File: config.mk
export PLATFORM = sky130hd
export DESIGN_NAME = impq_ram
export DESIGN_NICKNAME = d
export VERILOG_FILES = /design/src/rtl/core/impq_ram.sv
export SDC_FILE = /design/constraint.sdc
export NUM_CORES = 1
export LEC_CHECK = 0
export BUFFER_PORTS_ARGS = -buffer_cell sky130_fd_sc_hd__buf_2
export CAP_MARGIN = 40
export CELL_PAD_IN_SITES_DETAIL_PLACEMENT = 0
export CELL_PAD_IN_SITES_GLOBAL_PLACEMENT = 1
export CORE_ASPECT_RATIO = 2
export CORE_UTILIZATION = 56
export CTS_BUF_LIST = sky130_fd_sc_hd__clkbuf_4
export CTS_CLUSTER_SIZE = 25
export DETAILED_ROUTE_END_ITERATION = 6
export PLACE_DENSITY = 0.93
export SLEW_MARGIN = 20
export SYNTH_ARGS = -nofsm -noshare
export SYNTH_HDL_FRONTEND = slang
export SYNTH_SLANG_ARGS = --single-unit
File: constraint.sdc
create_clock -name clk -period 5.1 [get_ports clk]
set_input_delay 0.51 -clock clk [delete_from_list [all_inputs] [get_ports clk]]
set_output_delay 0.51 -clock clk [all_outputs]
set_load 0.02 [all_outputs]
File: src/rtl/core/impq_ram.sv
`timescale 1ns / 1ps
// ----------------------------------------------------------------------------
// impq_ram
// Generic simple dual-port RAM: one write port, one read port, registered read.
// ----------------------------------------------------------------------------
module impq_ram #(
  parameter int WIDTH = 8,
  parameter int DEPTH = 16
) (
  input  logic                     clk,
  input  logic                     wr_en,
  input  logic [$clog2(DEPTH)-1:0] wr_addr,
  input  logic [WIDTH-1:0]         wr_data,
  input  logic [$clog2(DEPTH)-1:0] rd_addr,
  output logic [WIDTH-1:0]         rd_data
);

  logic [WIDTH-1:0] mem [DEPTH];

  always_ff @(posedge clk) begin
    if (wr_en) begin
      mem[wr_addr] <= wr_data;
    end
    rd_data <= mem[rd_addr];
  end

endmodule
==> results.py, run 1 <==
metrics = {
    "cts": {
        "postCtsHoldBufs": 0,
        "cts_setup_buffers": 0,
        "htree_num_levels": 4,
        "clockRootBuffer": "clkbuf_4",
        "cts_buffer_depth": 2,
        "clock-sinks": 136,
        "cts_tree": "yes",
        "clock_latency_ns": 0.51,
        "path_clk_slew_ns": 0.12,
        "numCtsBuffers": 17,
        "postCtsResizedCells": 0,
    },
    "floorplanning": {
        "core-area_um2": 8951,
        "dieWidth_um": 69.80,
        "boundaryPins": 26,
        "die_h_um": 137.6,
        "die_area_um2": 9603,
        "rows": 49,
        "start_util_pct": 57.51,
    },
    "drt": {
        "via_count": 2435,
        "viasPerCell": 6.212,
        "first_iter_violations": 172,
        "wire_per_inst_um": 23.73,
        "drt_wl_total_um": 9303,
        "drtPass1Iterations": 5,
        "ant_nets": 0,
        "drcViolationCount": 0,
    },
    "timing": {
        "skew_ns": 0.01792,
        "max-slew-margin-rel_pct": 45.78,
        "max_freq_mhz": 588.9,
        "final_hold_viol_count": 0,
        "fin_ws_ns": 3.402,
        "rsz0062_at_grt": "false",
        "drv_slew": 0,
        "tightest_slew_ns": 0.8103,
        "fin_crit_sh_pct": 33.30,
        "fin_crit_ns": 1.698,
        "tns_ns": 0,
        "setup_viol": 0,
    },
    "cells_and_area": {
        "drive_gt1_share_pct": 30.45,
        "area_growth_syn_to_layout_pct": 10.79,
        "stdcell_area_um2": 5703,
        "n_fill_cell": 606,
        "nets": 294,
    },
    "grt": {
        "grt_max_degree": 33,
        "gr-usage-met3_pct": 6.072,
        "grt_overflow_total": 0,
        "antenna_found_initial": 1,
        "met2_usage_pct": 35.84,
        "top_usage_layer": "met2",
        "track_usage_pct": 21.39,
        "gr-usage-met1_pct": 24.73,
        "grt_first_pass_wirelength_um": 14010,
        "grt_pass1_vias": 2514,
    },
    "logic_synthesis": {
        "synth_top_family_by_area": "multiplexers",
        "yosysSeqAreaShare_pct": 77.78,
        "synth_simple_gate_area_share_pct": 3.184,
        "synth_compound_area_share_pct": 2.333,
        "synth_mux_area_share_pct": 15.02,
        "syn_nets": 247,
        "ys_types": 19,
        "syn_inst": 229,
        "synth_fa_ha_area_share_pct": 0,
        "ys_ff_latch": 136,
        "synth_xor_xnor_area_share_pct": 0,
        "yosysWarnings": 0,
        "synth_area_um2": 5147,
        "syn_avg_cell_area_um2": 22.48,
    },
    "power": {
        "cellPowerDensity_nw_per_um2": 356.4,
        "p_leak_nw": 1.918,
        "ir_worst_vdd_mv": 0.2552,
    },
    "run": {
        "cap_violations": 0,
    },
    "critical_path": {
        "start_kind": "primary input",
        "worstSetupPathType": "primary input to register",
        "cp_max_fo": 22,
        "worstPathRequired_ns": 5.51,
        "arrival_ns": 2.11,
        "end_kind": "register",
    },
    "placed_design": {
        "dp_slack_ns": 2.867,
        "dp_hpwl_um": 6377,
        "dpl_cell_area_um2": 5406,
        "io_buffers": 25,
        "place_congestion": 0.7428,
    },
    "outcome": {
        "status": "completed",
    },
    "hold_path": {
        "hold_path_class": "primary input to register",
    },
}
-- synth_stat cells --
| cell type | instances | area, um^2 |
|---|---|---|
| and2_1 | 1 | 6.260 |
| nand3_1 | 1 | 5.000 |
| a22oi_1 | 16 | 120.1 |
| clkdlybuf4s25_2 | 3 | 30.03 |
| edfxtp_1 | 128 | 3844 |
| buf_6 | 3 | 33.78 |
| and2b_1 | 1 | 7.510 |
| nand2b_1 | 2 | 12.51 |
| buf_4 | 1 | 7.510 |
| mux4_2 | 18 | 405.4 |
| or3b_2 | 1 | 8.760 |
| mux4_1 | 14 | 367.9 |
| dfxtp_1 | 8 | 160.2 |
| nand2_1 | 9 | 33.78 |
| buf_2 | 3 | 15.01 |
| nor2_1 | 13 | 48.80 |
| nor3_1 | 4 | 20.02 |
| nand3b_1 | 2 | 15.01 |
| nor2b_1 | 1 | 6.260 |
-- metal layers --
layer	vias up	share of wire, %	wire length [um]
met5	-	0	0
li1	1075	-	-
met4	0	3.4	317
met3	28	4.9	455
met2	107	55	5162
met1	1225	36	3368
-- worst paths after layout --
path / from / endpoint / slack (ns) / cells after the start
setup reg to reg: mem[0][1] / rd_data[1] / 3.69 / 3
setup / recovery: rd_addr[0] / rd_data[1] / 3.40 / 5
hold / removal: wr_data[7] / mem[11][7] / 0.37 / 1
hold reg to reg: mem[12][4] / rd_data[4] / 0.69 / 3
-- layout by cell type (no fill, tap or decap) --
cell	instances
clkinv_4	1
diode_2	1
buf_4	12
buf_2	25
clkinv_1	2
nand2_1	9
mux4_2	18
nand3_1	1
nand2b_1	2
clkbuf_4	22
dfxtp_1	8
a22oi_1	16
clkinv_2	3
and2b_1	1
nor2b_1	1
buf_12	1
mux4_1	14
nor3_1	3
nor2_1	13
or3b_2	1
edfxtp_1	128
nand3b_1	2
nor3_2	1
bufinv_16	2
and2_1	1
clkinvlp_4	2
-- power breakdown --
part	leakage (nW)	total, W	internal [W]	switching (W)
logic	0.546	0.000119	0.0000479	0.0000709
registers	1.22	0.00125	0.00125	0.00000715
clock network	0.149	0.000659	0.000313	0.000346
-- metrics by stage --
step	total power (W)	utilization [%]	hold slack, ns	instances
after floorplan	0.001351	-	0.6089	229
after global placement	0.001392	59.62	0.6537	349
after detailed placement	0.001400	60.40	0.6743	356
after CTS	0.002048	63.43	0.3296	388
after global routing	0.002096	63.71	0.3436	392
final	0.002033	63.71	0.3654	392
-- critical path, stage by stage --
cell,delay (ns)
buf_2,0.32
buf_12,0.25
mux4_1,0.64
a22oi_1,0.28
nand2_1,0.10
-- cells by family after synthesis --
group,after synthesis
flops,136
simple gates,35
mux,32
compound gates,16
buf+inv,10
-- flip-flops by register name, summed over array words and instances, names as in the netlist --
signal	cells
mem	128
rd_data	8
-- layout make-up --
cell class / instances / area (um^2) / area share (%)
Multi-Input combinational cell: 83 / 1062 / 18.63
Sequential cell: 136 / 4004 / 70.21
Clock buffer: 22 / 165.2 / 2.896
Clock inverter: 10 / 106.4 / 1.865
Tap cell: 102 / 127.6 / 2.238
Antenna cell: 1 / 2.502 / 0.04388
Timing Repair Buffer: 38 / 235.2 / 4.125
Note: power is estimated with default switching activity, not from simulation.
==> run 2: changes to the inputs <==
--- a/config.mk
+++ b/config.mk
@@ -10,11 +10,11 @@
 export CELL_PAD_IN_SITES_DETAIL_PLACEMENT = 0
 export CELL_PAD_IN_SITES_GLOBAL_PLACEMENT = 1
 export CORE_ASPECT_RATIO = 2
-export CORE_UTILIZATION = 56
+export CORE_UTILIZATION = 50
 export CTS_BUF_LIST = sky130_fd_sc_hd__clkbuf_4
 export CTS_CLUSTER_SIZE = 25
 export DETAILED_ROUTE_END_ITERATION = 6
-export PLACE_DENSITY = 0.93
+export PLACE_DENSITY = 0.88
 export SLEW_MARGIN = 20
 export SYNTH_ARGS = -nofsm -noshare
 export SYNTH_HDL_FRONTEND = slang
==> constraint.sdc (replaced) <==
create_clock -name clk -period 1.4 [get_ports clk]
set_input_delay 0.14 -clock clk [delete_from_list [all_inputs] [get_ports clk]]
set_output_delay 0.14 -clock clk [all_outputs]
set_load 0.02 [all_outputs]
==> results.py, run 2 (same netlist as run 1, synthesis figures left out) <==
metrics = {
    "drt": {
        "m1WireLength_um": 3306,
        "wl_met3_um": 324,
        "met2RoutedLength_um": 5401,
        "first_iter_violations": 152,
        "drcViolationCount": 0,
        "ant_nets": 0,
        "dr.max_layer_used": "met4",
        "drt_wl_total_um": 9287,
        "viasPerCell": 5.566,
        "wire_per_inst_um": 20.87,
        "drtPass1Iterations": 5,
        "via_count": 2477,
    },
    "timing": {
        "hold_slack_ns": 0.1763,
        "tns_ns": 0,
        "fin_crit_sh_pct": 95.67,
        "tightest_slew_ns": 0.4305,
        "fin_crit_ns": 1.339,
        "drv_slew": 0,
        "setup_viol": 0,
        "max_freq_mhz": 746.6,
        "rsz0062_at_grt": "false",
        "skew_ns": 0.01256,
        "final_hold_viol_count": 0,
        "fin_ws_ns": 0.06067,
        "max-slew-margin-rel_pct": 71.30,
    },
    "critical_path": {
        "critPathBufInv": 0,
        "arrival_ns": 1.76,
        "cp_slowest_cell": "mux4_1",
        "max_stage_delay_ns": 0.53,
        "end_kind": "register",
        "crit_chain": "mux4_1 > a22oi_2 > nand2_1",
        "start_kind": "register",
        "worstSetupPathType": "register to register",
        "cp_max_fo": 1,
        "worstPathRequired_ns": 1.82,
        "cp_top_family": "multiplexers",
    },
    "placed_design": {
        "io_buffers": 25,
        "dp_slack_ns": -0.1654,
        "placed_cells": 406,
        "place_congestion": 0.7312,
        "dp_hpwl_um": 6528,
    },
    "cells_and_area": {
        "nets": 316,
        "area_growth_syn_to_layout_pct": 16.67,
        "largest_reg_flops": 128,
        "top_regs": "mem: 128 flops, rd_data: 8 flops",
        "final_cell_mix": "edfxtp_1 (128), buf_2 (25), buf_4 (24)",
        "multi_input_area_um2": 1072,
        "utilization_pct": 59.55,
        "final_cells": 445,
        "final_common_cell": "edfxtp_1",
        "top_register": "mem",
        "n_fill_cell": 720,
        "drive_gt1_share_pct": 33.23,
        "insertedDiodeCount": 0,
        "seq_area_um2": 4004,
    },
    "grt": {
        "antenna_found_initial": 0,
        "grt_overflow_total": 0,
        "track_usage_pct": 19.75,
        "grt_first_pass_wirelength_um": 14550,
        "grt_max_degree": 33,
        "grt_pass1_vias": 2709,
    },
    "cts": {
        "numCtsBuffers": 17,
        "htree_num_levels": 4,
        "clock_latency_ns": 0.52,
        "clockRootBuffer": "clkbuf_4",
        "clock-sinks": 136,
        "cts_buffer_depth": 2,
        "path_clk_slew_ns": 0.12,
        "cts_tree": "yes",
    },
    "outcome": {
        "status": "completed",
    },
    "power": {
        "ir_worst_vdd_mv": 1.007,
        "power_switching_w": 0.001622,
        "p_clk_share_pct": 35.3,
        "cellPowerDensity_nw_per_um2": 1298,
        "p_leak_nw": 2.040,
        "pwr-share-comb_pct": 6.1,
        "swShare_pct": 20.81,
        "pwr-share-seq_pct": 58.6,
        "intPower_w": 0.006173,
    },
    "hold_path": {
        "hold_path_class": "primary input to register",
    },
    "floorplanning": {
        "start_util_pct": 51.04,
        "boundaryPins": 26,
        "core-area_um2": 10080,
        "die_area_um2": 10730,
        "dieWidth_um": 73.75,
        "rows": 52,
        "die_h_um": 145.5,
    },
    "run": {
        "cap_violations": 0,
    },
}
-- run 2: power by group through the flow --
stage / clock network (W) / logic [W] / registers, W
after floorplan: 0 / 0.000231 / 0.00469
after global routing: 0.00297 / 0.000517 / 0.00458
after global placement: 0 / 0.000443 / 0.00466
final: 0.00275 / 0.000477 / 0.00457
after CTS: 0.00282 / 0.000481 / 0.00457
after detailed placement: 0 / 0.000461 / 0.00466
-- run 2: per-stage QoR --
stage                     power (W)  instance area [um^2]
after floorplan            0.004921                  5152
after global placement     0.005101                  5600
after detailed placement   0.005125                  5600
after CTS                  0.007868                  5996
after global routing       0.008060                  6006
final                      0.007795                  6006
-- run 2: layout make-up --
| cell class | count | share of cell area [%] |
|---|---|---|
| clock buffers | 18 | 2.250 |
| clock inverters | 13 | 3.000 |
| multi-input cells | 83 | 17.85 |
| flip-flops and latches | 136 | 66.67 |
| well taps | 135 | 2.813 |
| repair buffers | 60 | 7.417 |
-- run 2: metal layers --
layer,GRT usage (%),vias to the layer above
li1,-,1116
met1,20.64,1264
met2,34.72,73
met3,6.510,24
met4,8.846,0
met5,0,-
-- run 2: worst min-delay path, delay by kind of cell --
kind	cells	cell delay, ns
buffers and inverters	2	0.30
and+or+nand+nor	1	0.09
-- run 2: repair_timing --
item                       CTS  global route
resized for setup            0             2
hold endpoints to repair   128             0
buffers inserted             0             0
hold buffers                 8             0
setup endpoints to repair    0             2
-- run 2: path summary, 6_finish.rpt --
kind | cells after the start | endpoint | slack, ns | startpoint
worst max-delay path | 3 | rd_data[2] | 0.06 | mem[1][2]
worst min-delay path | 3 | mem[4][5] | 0.18 | wr_addr[0]
worst min register to register | 3 | rd_data[0] | 0.68 | mem[15][0]
worst max register to register | 3 | rd_data[2] | 0.06 | mem[1][2]
==> run 3: changes to the inputs <==
--- a/config.mk
+++ b/config.mk
@@ -5,15 +5,15 @@
 export SDC_FILE = /design/constraint.sdc
 export NUM_CORES = 1
 export LEC_CHECK = 0
-export BUFFER_PORTS_ARGS = -buffer_cell sky130_fd_sc_hd__buf_2
 export CAP_MARGIN = 40
 export CELL_PAD_IN_SITES_DETAIL_PLACEMENT = 0
 export CELL_PAD_IN_SITES_GLOBAL_PLACEMENT = 1
 export CORE_ASPECT_RATIO = 2
-export CORE_UTILIZATION = 50
+export CORE_UTILIZATION = 52
 export CTS_BUF_LIST = sky130_fd_sc_hd__clkbuf_4
 export CTS_CLUSTER_SIZE = 25
 export DETAILED_ROUTE_END_ITERATION = 6
+export DONT_BUFFER_PORTS = 1
 export PLACE_DENSITY = 0.88
 export SLEW_MARGIN = 20
 export SYNTH_ARGS = -nofsm -noshare
==> results.py, run 3 (same netlist as run 1, synthesis figures left out) <==
metrics = {
    "placed_design": {
        "place_congestion": 0.8578,
        "placed_cells": 372,
        "dpl_cell_area_um2": 5389,
        "io_buffers": 0,
        "dp_hpwl_um": 6366,
        "dp_slack_ns": 0.06723,
    },
    "cts": {
        "clock_latency_ns": 0.52,
        "numCtsBuffers": 17,
        "clock-sinks": 136,
        "cts_buffer_depth": 2,
        "postCtsHoldBufs": 11,
        "clockRootBuffer": "clkbuf_4",
        "path_clk_slew_ns": 0.12,
        "cts_tree": "yes",
        "htree_num_levels": 4,
    },
    "cells_and_area": {
        "n_fill_cell": 698,
        "final_cell_mix": "edfxtp_1 (128), buf_4 (21), mux4_2 (18), clkbuf_4 (18), a22oi_1 (15)",
        "largest_reg_flops": 128,
        "drive_gt1_share_pct": 24.38,
        "final_common_cell": "edfxtp_1",
        "area_growth_syn_to_layout_pct": 11.91,
        "top_register": "mem",
        "final_cells": 416,
        "utilization_pct": 59.39,
        "top_regs": "mem: 128 flops, rd_data: 8 flops",
        "nets": 288,
        "stdcell_area_um2": 5761,
    },
    "drt": {
        "ant_nets": 0,
        "first_iter_violations": 190,
        "wire_per_inst_um": 23.38,
        "viasPerCell": 5.983,
        "via_count": 2489,
        "drtPass1Iterations": 5,
        "drcViolationCount": 0,
        "drt_wl_total_um": 9725,
    },
    "critical_path": {
        "end_kind": "register",
        "critPathBufInv": 0,
        "cp_top_family": "multiplexers",
        "start_kind": "register",
        "cp_slowest_cell": "mux4_2",
        "max_stage_delay_ns": 0.46,
        "worstSetupPathType": "register to register",
        "worstPathRequired_ns": 1.81,
        "arrival_ns": 1.73,
        "cp_max_fo": 1,
        "crit_chain": "mux4_2 > a22oi_1 > nand2_1",
    },
    "power": {
        "cellPowerDensity_nw_per_um2": 1245,
        "p_leak_nw": 1.890,
        "ir_worst_vdd_mv": 0.5428,
    },
    "timing": {
        "fin_crit_sh_pct": 94.49,
        "tightest_slew_ns": 0.5840,
        "drv_slew": 0,
        "max-slew-margin-rel_pct": 60.94,
        "rsz0062_at_grt": "false",
        "setup_viol": 0,
        "final_hold_viol_count": 7,
        "fin_ws_ns": 0.07719,
        "fin_crit_ns": 1.323,
        "skew_ns": 0.01552,
        "hold_slack_ns": -0.04819,
        "max_freq_mhz": 756.0,
    },
    "floorplanning": {
        "die_area_um2": 10320,
        "rows": 51,
        "core-area_um2": 9699,
        "boundaryPins": 26,
        "dieWidth_um": 72.35,
        "die_h_um": 142.7,
        "start_util_pct": 53.07,
    },
    "grt": {
        "antenna_found_initial": 1,
        "grt_pass1_vias": 2507,
        "grt_first_pass_wirelength_um": 14770,
        "track_usage_pct": 21.28,
        "grt_max_degree": 33,
        "grt_overflow_total": 0,
    },
    "run": {
        "cap_violations": 0,
    },
    "hold_path": {
        "hold_path_class": "primary input to register",
    },
    "outcome": {
        "status": "finished, violations left",
        "violations": "hold timing",
    },
}
run 3: final timing paths:
check	start	endpoint	cells past startpoint	slack, ns
max reg2reg	mem[1][7]	rd_data[7]	3	0.08
min	rd_addr[0]	rd_data[5]	3	-0.05
max	mem[1][7]	rd_data[7]	3	0.08
min reg2reg	mem[11][2]	rd_data[2]	3	0.68
run 3: worst min-delay path: stages:
cell and delay (ns):
mux4_2 0.20, a22oi_1 0.06, nand2_1 0.05
run 3: where the power goes:
part	total, W	switching (W)	internal [W]
clock	0.00221	0.00133	0.000876
sequential	0.00461	0.0000643	0.00455
combinational	0.000353	0.000185	0.000168
run 3: what timing repair did:
action | in CTS | in global routing
hold endpoints to repair | 168 | 8
endpoints found under the setup margin | 0 | 1
setup buffers | 0 | 0
resized for setup | 0 | 1
run 3: cell type report:
| class | count | area [um^2] | share of cell area, % |
|---|---|---|---|
| clock inverter | 14 | 108.9 | 1.890 |
| sequential | 136 | 4004 | 69.50 |
| multi-input combinational | 83 | 1067 | 18.53 |
| antenna | 1 | 2.502 | 0.04344 |
| tap | 132 | 165.2 | 2.867 |
| clock buffer | 18 | 135.1 | 2.346 |
| timing repair buffer | 32 | 277.8 | 4.822 |
run 3: layer usage:
metal	up-vias	part of all wire (%)	GRT usage, %
li1	1066	-	-
met1	1279	36	24.07
met2	118	56	35.07
met3	26	4.9	6.704
met4	0	3.1	12.18
met5	-	0	0
run 3: per-stage QoR:
step | hold slack [ns] | power (W) | setup TNS [ns]
5_1_grt | -0.08799 | 0.007447 | 0
3_5_place_dp | 0.2395 | 0.004960 | 0
3_3_place_gp | 0.2396 | 0.004948 | 0
2_1_floorplan | 0.2389 | 0.004921 | -0.1473
6_report | -0.04819 | 0.007172 | 0
4_1_cts | -0.09478 | 0.007240 | 0
